===== src/hdl/balu_pkg.sv =====
// Package: opcodes, status codes and payload types of the byte ALU.
`timescale 1ns / 1ps
`default_nettype none
package balu_pkg;

  typedef enum logic [2:0] {
    OpIntAdd   = 3'd0,
    OpFloatAdd = 3'd1,
    OpOr       = 3'd2,
    OpAnd      = 3'd3,
    OpXor      = 3'd4,
    OpRotR     = 3'd5
  } op_e;

  typedef enum logic [1:0] {
    StOk    = 2'd0,
    StZero  = 2'd1,
    StOver  = 2'd2,
    StUnder = 2'd3
  } fstat_e;

  localparam int unsigned ExpBias = 4;

  typedef struct packed {
    logic [2:0] kind;
    logic [7:0] operand_a;
    logic [7:0] operand_b;
  } in_item_t;

  typedef struct packed {
    logic [7:0] result;
    logic [1:0] float_status;
  } out_item_t;

endpackage
`default_nettype wire


===== src/hdl/byte_alu_with_minifloat_add.sv =====
// Byte ALU with integer, logic, rotate and 8-bit minifloat add.
// Two register stages (input reg, result reg); an accepted item moves on from the
// input reg to the result reg when the result stage advances.
// Throughput: one item per cycle unless the output stalls; a stage advances when the
// one after it is empty or being taken, so both stages hold items concurrently.
// Reset: asynchronous, active low; clears the valid flags only.
`timescale 1ns / 1ps
`default_nettype none
module byte_alu_with_minifloat_add (
  input  wire                  clk_i,
  input  wire                  rst_ni,
  input  wire                  in_valid_i,
  output logic                 in_ready_o,
  input  balu_pkg::in_item_t   in_item_i,
  output logic                 out_valid_o,
  input  wire                  out_ready_i,
  output balu_pkg::out_item_t  out_item_o
);
  import balu_pkg::*;

  in_item_t  in_q;
  logic      in_vld_q;
  out_item_t res_q;
  logic      res_vld_q;
  logic      res_adv;

  assign res_adv     = !res_vld_q || out_ready_i;
  assign in_ready_o  = !in_vld_q || res_adv;
  assign out_valid_o = res_vld_q;
  assign out_item_o  = res_q;

  // Minifloat operands as signed values scaled by 2^8: +/-(16+f) << e
  logic [11:0] mag_a, mag_b;
  logic [13:0] sa, sb, sum;
  logic [12:0] mag;
  logic [3:0]  p;
  logic [7:0]  fres;
  fstat_e      fst;
  logic [7:0]  sgn;
  logic [2:0]  e;
  logic [12:0] shf;

  always_comb begin
    mag_a = 12'({1'b1, in_q.operand_a[3:0]}) << in_q.operand_a[6:4];
    mag_b = 12'({1'b1, in_q.operand_b[3:0]}) << in_q.operand_b[6:4];
    sa    = in_q.operand_a[7] ? -{2'b00, mag_a} : {2'b00, mag_a};
    sb    = in_q.operand_b[7] ? -{2'b00, mag_b} : {2'b00, mag_b};
    sum   = sa + sb;
    mag   = sum[13] ? 13'(-sum) : sum[12:0];
    sgn   = {sum[13], 7'd0};
    // leading-one position
    p = 4'd0;
    for (int i = 0; i < 13; i++) begin
      if (mag[i]) p = 4'(i);
    end
    e    = 3'(p - 4'(ExpBias));
    shf  = mag >> e;
    fres = 8'd0;
    fst  = StOk;
    if (sum == 14'd0) begin
      fst = StZero;
    end else if (p < 4'(ExpBias)) begin
      fst  = StUnder;
      fres = sgn;
    end else if (p > 4'(ExpBias + 7)) begin
      fst  = StOver;
      fres = sgn | 8'h7F;
    end else begin
      fres = sgn | {1'b0, e, shf[3:0]};
    end
  end

  // Operation select
  out_item_t res_d;
  logic [15:0] rot2;
  always_comb begin
    rot2  = {in_q.operand_a, in_q.operand_a} >> in_q.operand_b[2:0];
    res_d = '0;
    case (in_q.kind)
      OpIntAdd:   res_d.result = in_q.operand_a + in_q.operand_b;
      OpFloatAdd: begin
        res_d.result       = fres;
        res_d.float_status = fst;
      end
      OpOr:       res_d.result = in_q.operand_a | in_q.operand_b;
      OpAnd:      res_d.result = in_q.operand_a & in_q.operand_b;
      OpXor:      res_d.result = in_q.operand_a ^ in_q.operand_b;
      OpRotR:     res_d.result = rot2[7:0];
      default:    res_d = '0;
    endcase
  end

  // Valid flags
  always_ff @(posedge clk_i or negedge rst_ni) begin
    if (!rst_ni) begin
      in_vld_q  <= 1'b0;
      res_vld_q <= 1'b0;
    end else begin
      if (in_ready_o) in_vld_q <= in_valid_i;
      if (res_adv) res_vld_q <= in_vld_q;
    end
  end

  // Payload registers
  always_ff @(posedge clk_i) begin
    if (in_ready_o && in_valid_i) in_q <= in_item_i;
    if (res_adv && in_vld_q) res_q <= res_d;
  end

endmodule
`default_nettype wire


===== config.mk =====
export PLATFORM = sky130hd
export DESIGN_NAME = byte_alu_with_minifloat_add
export DESIGN_NICKNAME = d
export VERILOG_FILES = /design/src/hdl/balu_pkg.sv /design/src/hdl/byte_alu_with_minifloat_add.sv
export SDC_FILE = /design/constraint.sdc
export NUM_CORES = 1
export LEC_CHECK = 0
export BUFFER_PORTS_ARGS = -buffer_cell sky130_fd_sc_hd__buf_2
export CAP_MARGIN = 15
export CORE_MARGIN = 2
export CORE_UTILIZATION = 60
export CTS_CLUSTER_SIZE = 20
export DETAILED_ROUTE_END_ITERATION = 10
export MAX_ROUTING_LAYER = met4
export PLACE_DENSITY = 0.86
export SLEW_MARGIN = 20
export SYNTH_ARGS = -nofsm -noshare
export SYNTH_HDL_FRONTEND = slang
export SYNTH_SLANG_ARGS = --single-unit
export TNS_END_PERCENT = 10

===== constraint.sdc =====
create_clock -name clk_i -period 11.7 [get_ports clk_i]
set_input_delay 0.585 -clock clk_i [delete_from_list [all_inputs] [get_ports clk_i]]
set_output_delay 0.585 -clock clk_i [all_outputs]
set_load 0.005 [all_outputs]

After elaboration in Yosys (flattened, before gate mapping)
Cells that the tools add are included.

storage, ports and cells
  bits in registers = 31
  input bits = 23

cells by class
  add/sub/neg operators = 6
  magnitude comparators = 2
  eq/ne operators = 5
  shift-type cells = 4
  multiplexer cells = 22
  bitwise operators = 5
  reduce and logical (&&, ||, !) cells = 9

operators with widths
  cell                                                         number
  case mux 8 bit (6 select lines)                              1
  two-way mux 4 bit                                            9
  two-way mux 14 bit                                           2
  negation 12 -> 14 bit                                        2
  two-way mux 8 bit                                            3
  left shift 5 x 3 -> 12 bit                                   2
  >> shifter 16 x 3 -> 8 bit                                   1
  adder 14 bit                                                 1
  logical NOT 14 bit                                           1
  two-way mux 13 bit                                           1
  negation 13 bit                                              1
  >> shifter 13 x 3 -> 4 bit                                   1
  adder 8 bit                                                  1
  AND 8 bit                                                    1
  two-way mux 2 bit                                            4
  OR 8 x 7 -> 8 bit                                            1
  OR 8 bit                                                     1
  XOR 8 bit                                                    1
  == test 3 x 2 -> 1 bit (second input constant)               2
  == test 3 bit (second input constant)                        2
  > comparator 4 bit (second input constant)                   1
  less-than comparator 4 x 3 -> 1 bit (second input constant)  1
  == test 3 x 1 -> 1 bit (second input constant)               1
  logical NOT 3 bit                                            1
  7 further kinds                                              11

Longest topological paths before layout
  word-level depth = 25
  depth in mapped cells = 27
  gate-level depth less buffers = 25

Least setup slack after synthesis
No wires, ideal clock.

  path type = flip-flop to flip-flop
  start = register in_q[12] (netlist bit)
  end = register res_q, in the netlist out_item_o[3], data pin
  setup time = 262 ps
  data arrival time = 5681 ps
  required time = 11438 ps
  path slack = 5757 ps
  cell stages (with the launch flop) = 26
  path buffers = 4
  period minus slack after synthesis = 5943 ps
  path through = edfxtp_1 -> clkbuf_1 -> mux2i_1 -> nor2_1 -> o21ai_0 -> and2_1 -> nand2_1 -> or3_1 -> o31ai_1 -> xor2_1 -> ha_1 -> clkbuf_1 -> and4_1 -> nand2_1 -> or3_1 -> a211o_1 -> clkbuf_1 -> clkbuf_1 -> o21a_1 -> o32ai_1 -> nand2_1 -> or2_2 -> ha_1 -> or4_1 -> o32ai_1 -> o21ai_1

RTL lines
  element                   line                                text
  start: declaration        byte_alu_with_minifloat_add.sv:21   in_item_t in_q;
  start signal: assignment  byte_alu_with_minifloat_add.sv:106  if (in_ready_o && in_valid_i) in_q <= in_item_i;
  end signal: assignment    byte_alu_with_minifloat_add.sv:107  if (res_adv && in_vld_q) res_q <= res_d;
  end: declaration          byte_alu_with_minifloat_add.sv:23   out_item_t res_q;

==> reports/results.ini <==
[placement]
hpwl_microns=9280
place_congestion=0.997
dpl_cell_area_sq_mm=0.00492
port_buffers=34

[floorplanning]
die_h_microns=92.9
core-area_sq_mm=0.00769
die_x_microns=92.9
io_pins=35
die_area_sq_mm=0.00863
start_util=0.617
rows=32

[power]
power.total_uw=876
p_per_area_mw_per_mm2=175
leakage_nw=2.00
ir_drop_v=0.0000739

[yosys]
synth_area_per_cell_sq_um=8.05
synth_flop_cell=edfxtp_1
synth_nets=649
synth_top_area_share=0.184
syn_area_sq_mm=0.00474
netlist_instances=589
post_synth_num_cell_types=79
synth_area_leaders=edfxtp_1 (18%), ha_1 (9.2%), o21ai_0 (5.1%)
yosys_warnings=0
synth_edf_count=29
ys_seq_area_frac=0.194
synth_area_leader_cell=edfxtp_1
synth-async-reset-ratio=0.0645
ys_ff_latch=31

[cts]
cts-root-buf=clkbuf_8
postCtsHoldBufs=0
cts_tree=built
post-cts-setup-buffers=0
clock-sinks=31
cts_buffers=5
cts_resized=0
insertion_delay_ns=0.29
clk_path_buf_depth=2
h-tree-depth=2
clkTransAtPathRegs_ns=0.07

[setup_path]
cp.required_ns=11.73
crit_fanout=20
endpoint_kind=flip-flop
path_class=reg2reg
startpoint_type=flip-flop
worstPathArrival_ns=7.13
crit_start=in_q[12]$_DFFE_PP_
r2r-start=in_q[12]$_DFFE_PP_

[finish]
final_common_cell=nand2_1
fillers=705
finalInstanceArea_sq_mm=0.00501
final_layout_size_suffix_gt1_frac=0.118
nets=661
regArea_sq_um=921
final_util=0.652
diodes=0
multi_input_area_sq_mm=0.00358
final_cell_mix=nand2_1 (63), o21ai_0 (48), nor2_1 (41), ha_1 (35), buf_2 (34)
area_growth_pct=5.73

[flow_run]
cap_violations=0

[drt]
num_vias=4560
routed_wl_microns=11900
first_iter_violations=281
wire_per_inst_microns=17.0
drcViolationCount=0
ant_nets=0
firstDrtPassIters=5
viasPerCell=6.48

[outcome]
status=completed

[grt]
grt_max_degree=26
antenna_found_initial=0
grt_pass1_wl_microns=19200
grt_use_total=0.281
gr-total-overflow=0
grt_pass1_vias=4107

[sta]
setup_tns_ns=0
holdWs_ns=0.0718
skew_ns=0.00654
finalSetupViolations=0
worst_pin_slew_ns=0.870
min_period_over_period=0.607
timing_hold_violations_final=0
layout_min_cycle_time_ns=7.10
fmax_mhz=141
maxSlewHeadroom=0.420
slew_violations=0
rsz0062_at_grt=false

[min_path]
hp-class=in2async

## synth_stat cells (all sizes together) (4+ instances only)
cell / count
nand2: 63
o21ai: 53
nor2: 43
ha: 35
a21oi: 31
inv: 31
edfxtp: 29
xnor2: 29
clkbuf: 26
mux2i: 22
nand3: 17
xor2: 15
a21o: 11
nor3: 11
o31ai: 11
nor4: 10
a31oi: 9
nand2b: 9
o21a: 9
or3: 9
mux4: 8
o211ai: 8
a211oi: 7
nor2b: 7
and2: 6
o41ai: 5
or2: 5
a221oi: 4
a32oi: 4
## kinds of logic after synthesis
group	Yosys count	share of synthesized area
AND/OR/NAND/NOR	198	0.211
AO/OA/AOI/OAI	184	0.265
buffers and inverters	62	0.0509
XOR/XNOR	44	0.0868
adder cells (fa/ha/maj)	37	0.101
multiplexers	33	0.0916
flip-flops	31	0.194
## final timing paths
kind / endpoint / slack, ns / depth (start not counted)
min in group clk_i: in_q[0]$_DFFE_PP_ / 0.47 / 1
hold / removal: in_vld_q$_DFFE_PN0N_ / 0.07 / 1
hold reg to reg: out_valid_o$_DFFE_PN0P_ / 0.49 / 1
setup reg to reg: out_item_o[3]$_DFFE_PP_ / 4.60 / 22
setup / recovery: out_item_o[3]$_DFFE_PP_ / 4.60 / 22
max in group asynchronous: out_valid_o$_DFFE_PN0P_ / 11.54 / 1
## flip-flops by register name, indices dropped and copies added, names as in the netlist
signal	cells
out_item_o	10
in_q	19
out_valid_o	1
in_vld_q	1
## per-layer routing
layer  share of wire  global-route usage
met5               0                   -
met3           0.071              0.0366
met1            0.44               0.374
met4           0.021              0.0760
met2            0.47               0.453
## report_power, final
group	internal (mW)	total, mW	switching (mW)	leakage [nW]
logic	0.252	0.638	0.386	1.65
clock network	0.0473	0.0866	0.0392	0.0482
registers	0.136	0.152	0.0161	0.302
total	0.435	0.876	0.441	2.00
## worst max-delay path, cell delays in order, from the launching register on
cell      delay [ns]
edfxtp_1        0.74
mux2i_1         0.38
nor2_1          0.09
o21ai_0         0.37
and2_1          0.21
nand2_1         0.09
or3_1           0.38
o31ai_1         0.29
xor2_1          0.11
ha_1            0.47
and4_1          0.27
nand2_1         0.07
or3_1           0.39
a211oi_4        0.73
nor2_1          0.15
a2111o_1        0.44
o31ai_1         0.09
a22oi_1         0.17
nor3b_4         0.49
inv_2           0.13
or4_1           0.50
o32ai_1         0.16
o21ai_1         0.11
## layout make-up
class / instances / share of cell area
repair buffers: 34 / 0.0339
flip-flops and latches: 31 / 0.184
inverters: 33 / 0.0247
clock inverters: 1 / 0.000999
multi-input cells: 496 / 0.714
clock buffers: 7 / 0.0172
well taps: 102 / 0.0255
## stage by stage
| step | cells | worst slack (ns) |
|---|---|---|
| final | 704 | 4.60 |
| after global routing | 704 | 3.91 |
| after CTS | 704 | 4.71 |
| after detailed placement | 696 | 4.73 |
| after global placement | 696 | 4.84 |
| after floorplan | 589 | 5.76 |
Power figures use the tool's default switching activity.
